File: src/sm213_pkg.sv
`timescale 1ns / 1ps
package sm213_pkg;
    localparam int MemBytes = 65536;
    localparam int AddrW = $clog2(MemBytes);
    localparam int NumRegs = 8;
    localparam int RegW = $clog2(NumRegs);

    localparam logic [3:0] OP_LDI  = 4'h0;
    localparam logic [3:0] OP_LDO  = 4'h1;
    localparam logic [3:0] OP_LDX  = 4'h2;
    localparam logic [3:0] OP_STO  = 4'h3;
    localparam logic [3:0] OP_STX  = 4'h4;
    localparam logic [3:0] OP_ALU  = 4'h6;
    localparam logic [3:0] OP_SHF  = 4'h7;
    localparam logic [3:0] OP_BR   = 4'h8;
    localparam logic [3:0] OP_BEQ  = 4'h9;
    localparam logic [3:0] OP_BGT  = 4'ha;
    localparam logic [3:0] OP_JMP  = 4'hb;
    localparam logic [3:0] OP_JR   = 4'hc;
    localparam logic [3:0] OP_JIO  = 4'hd;
    localparam logic [3:0] OP_JIX  = 4'he;
    localparam logic [3:0] OP_HLT  = 4'hf;

    // datapath commands
    typedef enum logic [2:0] {
        CMD_NONE,
        CMD_LOAD,     // write input byte
        CMD_FETCH,    // read byte at pc + offset
        CMD_DECODE,   // latch extension word, compute data address
        CMD_DREAD,    // read data byte at address + offset
        CMD_EXEC,     // compute results, write register, update pc
        CMD_STORE,    // write stored byte at offset
        CMD_CLEAR     // zero one memory byte of the clearing pass
    } t_cmd;

    typedef struct packed {
        t_cmd       cmd;
        logic [2:0] idx;    // byte offset
        logic       lat;    // capture read byte at idx-1 of previous read
        logic       pcload; // pc from config write data
    } t_ctl;

    typedef struct packed {
        logic [3:0] op;
        logic       halted;
        logic       needs_ext;
        logic       needs_data;
        logic       stores;
        logic       clear_done;
    } t_sts;
endpackage

File: src/sm213_ctrl.sv
`timescale 1ns / 1ps
module sm213_ctrl (
    input  logic            i_clk,
    input  logic            i_rst_n,
    input  logic            i_cfg_we,
    input  logic            i_start,
    input  logic            i_kind,
    input  sm213_pkg::t_sts i_sts,
    input  logic            i_out_ready,
    output sm213_pkg::t_ctl o_ctl,
    output logic            o_in_ready,
    output logic            o_out_valid
);
    typedef enum logic [3:0] {
        S_CLEAR, S_IDLE, S_FETCH, S_DEC, S_DATA, S_EXEC, S_STORE
    } t_state;

    t_state     r_state;
    logic [2:0] r_idx;
    logic       r_lat;
    logic       r_out;

    always_comb begin
        o_ctl.cmd = sm213_pkg::CMD_NONE;
        o_ctl.idx = r_idx;
        o_ctl.lat = r_lat;
        o_ctl.pcload = i_cfg_we;
        unique case (r_state)
            S_CLEAR: o_ctl.cmd = sm213_pkg::CMD_CLEAR;
            S_IDLE: if (i_start) o_ctl.cmd = i_kind ? sm213_pkg::CMD_NONE
                                                    : sm213_pkg::CMD_LOAD;
            S_FETCH: o_ctl.cmd = sm213_pkg::CMD_FETCH;
            S_DEC: o_ctl.cmd = sm213_pkg::CMD_DECODE;
            S_DATA: o_ctl.cmd = sm213_pkg::CMD_DREAD;
            S_EXEC: o_ctl.cmd = sm213_pkg::CMD_EXEC;
            S_STORE: o_ctl.cmd = sm213_pkg::CMD_STORE;
            default: ;
        endcase
    end

    assign o_in_ready = (r_state == S_IDLE) && !r_out;
    assign o_out_valid = r_out;

    // fetch reads bytes 0..n-1 through the registered memory read; lat captures the
    // byte issued the cycle before, idx then names the next slot
    always_ff @(posedge i_clk) begin
        if (!i_rst_n) begin
            r_state <= S_CLEAR;
            r_idx <= 3'd0;
            r_lat <= 1'b0;
            r_out <= 1'b0;
        end else begin
            if (r_out && i_out_ready) r_out <= 1'b0;
            r_lat <= 1'b0;
            unique case (r_state)
                S_CLEAR: if (i_sts.clear_done) r_state <= S_IDLE;
                S_IDLE: if (i_start) begin
                    if (!i_kind || i_sts.halted) begin
                        r_out <= 1'b1;
                    end else begin
                        r_state <= S_FETCH;
                        r_idx <= 3'd0;
                    end
                end
                S_FETCH: begin
                    r_lat <= 1'b1;
                    r_idx <= r_idx + 3'd1;
                    // byte at idx returns next cycle; b0/b1 captured at idx 1/2
                    if (r_idx == 3'd2 && !i_sts.needs_ext) begin
                        r_lat <= 1'b0;
                        r_state <= S_DEC;
                    end else if (r_idx == 3'd6) begin
                        r_lat <= 1'b0;
                        r_state <= S_DEC;
                    end
                end
                S_DEC: begin
                    r_idx <= 3'd0;
                    r_state <= i_sts.needs_data ? S_DATA : S_EXEC;
                end
                S_DATA: begin
                    r_lat <= (r_idx != 3'd4);
                    r_idx <= r_idx + 3'd1;
                    if (r_idx == 3'd4) r_state <= S_EXEC;
                end
                S_EXEC: begin
                    r_idx <= 3'd0;
                    if (i_sts.stores) begin
                        r_state <= S_STORE;
                    end else begin
                        r_state <= S_IDLE;
                        r_out <= 1'b1;
                    end
                end
                S_STORE: begin
                    r_idx <= r_idx + 3'd1;
                    if (r_idx == 3'd3) begin
                        r_state <= S_IDLE;
                        r_out <= 1'b1;
                    end
                end
                default: r_state <= S_IDLE;
            endcase
        end
    end
endmodule
File: config.mk
export PLATFORM = sky130hd
export DESIGN_NAME = sm213_ctrl
export DESIGN_NICKNAME = d
export VERILOG_FILES = /design/src/sm213_pkg.sv /design/src/sm213_ctrl.sv
export SDC_FILE = /design/constraint.sdc
export NUM_CORES = 1
export LEC_CHECK = 0
export BUFFER_PORTS_ARGS = -buffer_cell sky130_fd_sc_hd__buf_2
export CORE_AREA = 2 2 39 41
export CTS_CLUSTER_DIAMETER = 80
export DETAILED_ROUTE_END_ITERATION = 8
export DIE_AREA = 0 0 41 43
export GPL_TIMING_DRIVEN = 0
export PLACE_DENSITY = 0.75
export SKIP_CTS_REPAIR_TIMING = 1
export SKIP_LAST_GASP = 1
export SLEW_MARGIN = 20
export SYNTH_ARGS = -nofsm -noshare
export SYNTH_HDL_FRONTEND = slang
export SYNTH_SLANG_ARGS = --single-unit
File: constraint.sdc
create_clock -name i_clk -period 2.5 [get_ports i_clk]
set_input_delay 0.125 -clock i_clk [delete_from_list [all_inputs] [get_ports i_clk]]
set_output_delay 0.125 -clock i_clk [all_outputs]
set_load 0.005 [all_outputs]
=== After elaboration in Yosys (flattened, before gate mapping) ===
Cells that the tools add are included.

* Logic and storage cells: 60
* Output and inout port bits: 10
* RAM bits: 0
* Bits in registers: 9
* Latch bits: 0
* Memories kept: 0
* ROM bits: 0

* $lt $le $gt $ge: 0
* Div/mod/pow operators: 0
* Shifts and indexed selects: 0
* Equality and inequality tests: 17
* $add $sub $neg: 1
* Bitwise operators: 0
* Multiplexer cells: 25
* Reductions and logical operators: 13
* $mul: 0

{| class="wikitable"
|+ Operators by type and width
! operator !! count
|-
| $mux 4 || 7
|-
| $pmux 4 s7 || 1
|-
| $pmux 3 s7 || 1
|-
| $eq 4x3->1 const B || 3
|-
| $mux 1 || 10
|-
| $ne 2x2->1 const B || 5
|-
| $mux 3 || 3
|-
| $pmux 3 s3 || 1
|-
| $eq 4x2->1 const B || 2
|-
| $eq 3x2->1 const B || 2
|-
| $eq 3x3->1 const B || 2
|-
| $ne 3x3->1 const B || 2
|-
| $reduce_and 6->1 || 1
|-
| $eq 4x1->1 const B || 1
|-
| $logic_not 4->1 || 1
|-
| $add 3x1->3 const B || 1
|-
| $logic_and 1x1->1 || 3
|-
| $logic_not 1->1 || 3
|-
| $pmux 1 s3 || 1
|-
| $reduce_and 3->1 || 1
|-
| $reduce_bool 3->1 || 1
|-
| $reduce_or 3->1 || 1
|-
| $pmux 1 s2 || 1
|-
| $reduce_or 2->1 || 1
|-
| $logic_or 1x1->1 || 1
|}

=== Longest topological paths before layout ===
* Depth in word-level cells: 5
* Mapped depth: 6
* Depth with buffers taken out: 6

=== Worst setup path before layout ===
OpenSTA, ideal clock, no wires.

* Kind: reg-to-reg
* Start point: reg r_idx[1]
* End point: reg r_state[0]
* Library setup time: 0.122 ns
* Period minus slack after synthesis: 1.404 ns
* Data arrival time: 1.282 ns
* Cell stages (with the launch flop): 5
* Path slack: 1.096 ns
* Path buffers: 0
* Cells stage by stage: dfxtp_1 -> ha_1 -> ha_1 -> o311a_1 -> o311a_1

* Word-level cells in the longest chain between the ends: 4
* Elaborated cells between the ends (all ways): 11
* Those cells by class: eq/ne (7); mux (2); reduce/logical (2)

{| class="wikitable"
|+ Ends and longest elaborated chain
! what !! RTL line !! RTL
|-
| start: declaration || sm213_ctrl.sv:19 || <nowiki>logic [2:0] r_idx;</nowiki>
|-
| start signal: assignment || sm213_ctrl.sv:67 || <nowiki>r_idx <= r_idx + 3'd1;</nowiki>
|-
| start signal: assignment || sm213_ctrl.sv:83 || <nowiki>r_idx <= r_idx + 3'd1;</nowiki>
|-
| start signal: assignment || sm213_ctrl.sv:96 || <nowiki>r_idx <= r_idx + 3'd1;</nowiki>
|-
| $eq 3x2->1 || sm213_ctrl.sv:69 || <nowiki>if (r_idx == 3'd2 && !i_sts.needs_ext) begin</nowiki>
|-
| $logic_and 1x1->1 || sm213_ctrl.sv:69 ||
|-
| $ne 3x3->1 (no line) / $mux 4 (equally long branches) || - ||
|-
| $reduce_and 6->1 (no line) / $pmux 4 s7 (equally long branches) || - ||
|-
| end signal: assignment || sm213_ctrl.sv:79 || <nowiki>r_state <= i_sts.needs_data ? S_DATA : S_EXEC;</nowiki>
|-
| end: declaration || sm213_ctrl.sv:18 || <nowiki>t_state r_state;</nowiki>
|}

Parallel ways exist; a longest one is shown, timed or not.
A chain may end at the register's enable or synchronous reset.

==> run_results.csv <==
group,metric,value,unit
synthesis,async_reset_ff_share,0,%
setup_path,path_common_cell,"buf_2",
synthesis,synth_warnings,0,
clock_network,htree_levels,1,
power_and_ir_drop,leakage,0.0003345,uW
sta,rsz0062_at_grt,"no",
global_route,grt_pass1_vias,570,
setup_path,cp.required,2.38,ns
floorplanning,design.die.area,1763,um2
synthesis,synth_top_area_share,26.95,%
placement,dp_hpwl,1111,um
detailed_routing,totalWireLength,1479,um
global_route,gr-total-overflow,0,
sta,finalMaxSlewViolations,0,
synthesis,synth_cell_types,31,
run_status,status,"complete, no violations",
finish,final_util,52.89,%
finish,n_fill_cell,141,
synthesis,syn-mean-instance-area,7.523,um2
clock_network,clk_pin_slew,0.05,ns
setup_path,crit_chain,"buf_2 -> nand2_1 -> a21oi_1 -> a211oi_1 -> buf_2",
setup_path,critPathSlowestCell,"dfxtp_1",
setup_path,cp-end-kind,"output pin",
detailed_routing,via_per_inst,5.564,
sta,fmax,638.4,MHz
clock_network,cts_root_buf,"clkbuf_4",
floorplanning,rows,14,
placement,routabilityCongestion,0.8075,
setup_path,worstSetupPathType,"reg2out",
synthesis,synth_area_leaders,"dfxtp_1 (27%), ha_1 (8.4%), nand2_1 (6.9%)",
detailed_routing,via_count,651,
sta,finalCriticalPeriod,1.566,ns
finish,areaGrowthSynthToFinish,23.16,%
synthesis,netlist_instances,79,
floorplanning,coreArea,1384,um2
sta,worstMarginPinSlew,0.3728,ns
run,drv_cap,0,
detailed_routing,ant_nets,0,
global_route,antenna_found_initial,0,
global_route,grt.total_usage,20.06,%
sta,max_slew_margin,74.51,%
detailed_routing,drt_iter0_drc,27,
finish,fin_nets,122,
synthesis,synth_edf_count,0,
setup_path,worstSetupStartpointType,"register",
placement,io_buffer_count,19,
clock_network,cts_tree,"built",
synthesis,ys_top_cells_by_count,"nand2_1 (11), dfxtp_1 (8), nor2_1 (7)",
floorplanning,start_util,42.95,%
setup_path,crit_family,"flip-flops",
synthesis,netlist_area,594.3,um2
finish,fin_area,732.0,um2
global_route,grt_pass1_wl,2415,um
placement,dpl_cell_area,709.4,um2
worst_hold_path,hold_class,"in2reg",
finish,diodes,0,
sta,clock_skew,0.0009869,ns
power_and_ir_drop,vdd_drop_max,0.0003941,V
clock_network,insertion_delay,0.25,ns
synthesis,synth_flop_cell,"dfxtp_1",
detailed_routing,route.detailed.drc,0,
synthesis,synth-seq-area-share,26.95,%
detailed_routing,drtPass1Iterations,6,
sta,setup_tns,0,ns
setup_path,critPathBufInv,2,
floorplanning,io_pins,25,
clock_network,clk_path_buf_depth,2,
detailed_routing,post_drt_wl_per_cell,12.64,um
synthesis,synth_nets,98,
floorplanning,die_width,41,um
power_and_ir_drop,p_per_area,790.8,nW/um2
synthesis,synth.most_common_cell,"nand2_1",
floorplanning,die_h,43,um
finish,drive_above_1_share,28.71,%
synthesis,yosysTopAreaCell,"dfxtp_1",
clock_network,cts.sink_count,8,
setup_path,arrival,1.44,ns
global_route,grt_max_degree,11,
setup_path,critPathMaxFanout,10,
sta,finalHoldViolCount,0,
synthesis,ys_ff_latch,8,
sta,fin_crit_sh,62.66,%
sta,setup_viol_count_final,0,
setup_path,slowest_delay,0.46,ns
clock_network,cts_buffers,3,
## metal layers
| layer | wire length [um] | share of wire [%] | track usage (%) |
|---|---|---|---|
| met5 | 0 | 0 | 0 |
| met1 | 687 | 46 | 25.00 |
| met3 | 90 | 6.1 | 8.377 |
| met2 | 693 | 47 | 29.06 |
| met4 | 8 | 0.54 | 8.667 |
## per-stage QoR
| stage | cells | total power, uW | setup WS (ns) | hold slack [ns] |
|---|---|---|---|---|
| after global routing | 117 | 631.8 | 0.8034 | 0.1370 |
| after detailed placement | 114 | 476.4 | 1.005 | 0.4036 |
| final | 117 | 578.8 | 0.9335 | 0.1364 |
| after floorplan | 79 | 383.4 | 1.096 | 0.2562 |
| after global placement | 114 | 471.4 | 1.015 | 0.4022 |
| after CTS | 117 | 578.2 | 0.9611 | 0.1342 |
## worst register-to-register path, cell delays in order, from the launching register on
cell	delay [ns]
dfxtp_1	0.36
ha_1	0.21
ha_1	0.23
o311a_1	0.31
o311a_1	0.28
## placed cells by master, fill, tap and decap left out, types with 3 or more instances in the layout
| master | count |
|---|---|
| buf_2 | 20 |
| nand2_1 | 11 |
| dfxtp_1 | 8 |
| nor2_1 | 7 |
| inv_1 | 6 |
| nand2b_1 | 4 |
| a31oi_1 | 4 |
| ha_1 | 4 |
| buf_4 | 3 |
| a21oi_1 | 3 |
| clkbuf_4 | 3 |
## path summary, 6_finish.rpt
path                                  from          to  slack [ns]  cells after the start
worst max register to register    r_idx[1]  r_state[0]        1.01                      4
worst min register to register    r_idx[0]    r_idx[0]        0.50                      2
worst max-delay path            r_state[0]    o_ctl[5]        0.93                      5
worst min-delay path               i_rst_n  r_state[0]        0.14                      2
## kinds of logic (layout without fill, tap and decap cells)
| logic type | Yosys count | after routing | synth area share (%) |
|---|---|---|---|
| compound gates | 25 | 25 | 30.95 |
| xor+xnor | 1 | 1 | 1.474 |
| fa+ha+maj | 4 | 4 | 8.421 |
| buf+inv | 13 | 35 | 10.31 |
| flops | 8 | 8 | 26.95 |
| simple gates | 28 | 28 | 21.90 |
## cell type report
type	count	area (um2)	area share, %
well taps	16	20.02	2.735
multi-input cells	58	372.9	50.94
plain buffers	5	31.28	4.274
clock buffers	3	22.52	3.077
inverters	8	30.03	4.103
repair buffers	19	95.09	12.99
flip-flops and latches	8	160.2	21.88
## power by group
group / switching [uW] / internal [uW]
Combinational: 166 / 131
Clock: 43.6 / 54.9
Sequential: 28.7 / 154
## sequential cells by signal (all words and copies together), names as in the netlist
name         flops
r_idx            3
r_state          3
o_out_valid      1
r_lat            1
Note: power is estimated with default switching activity, not from simulation.
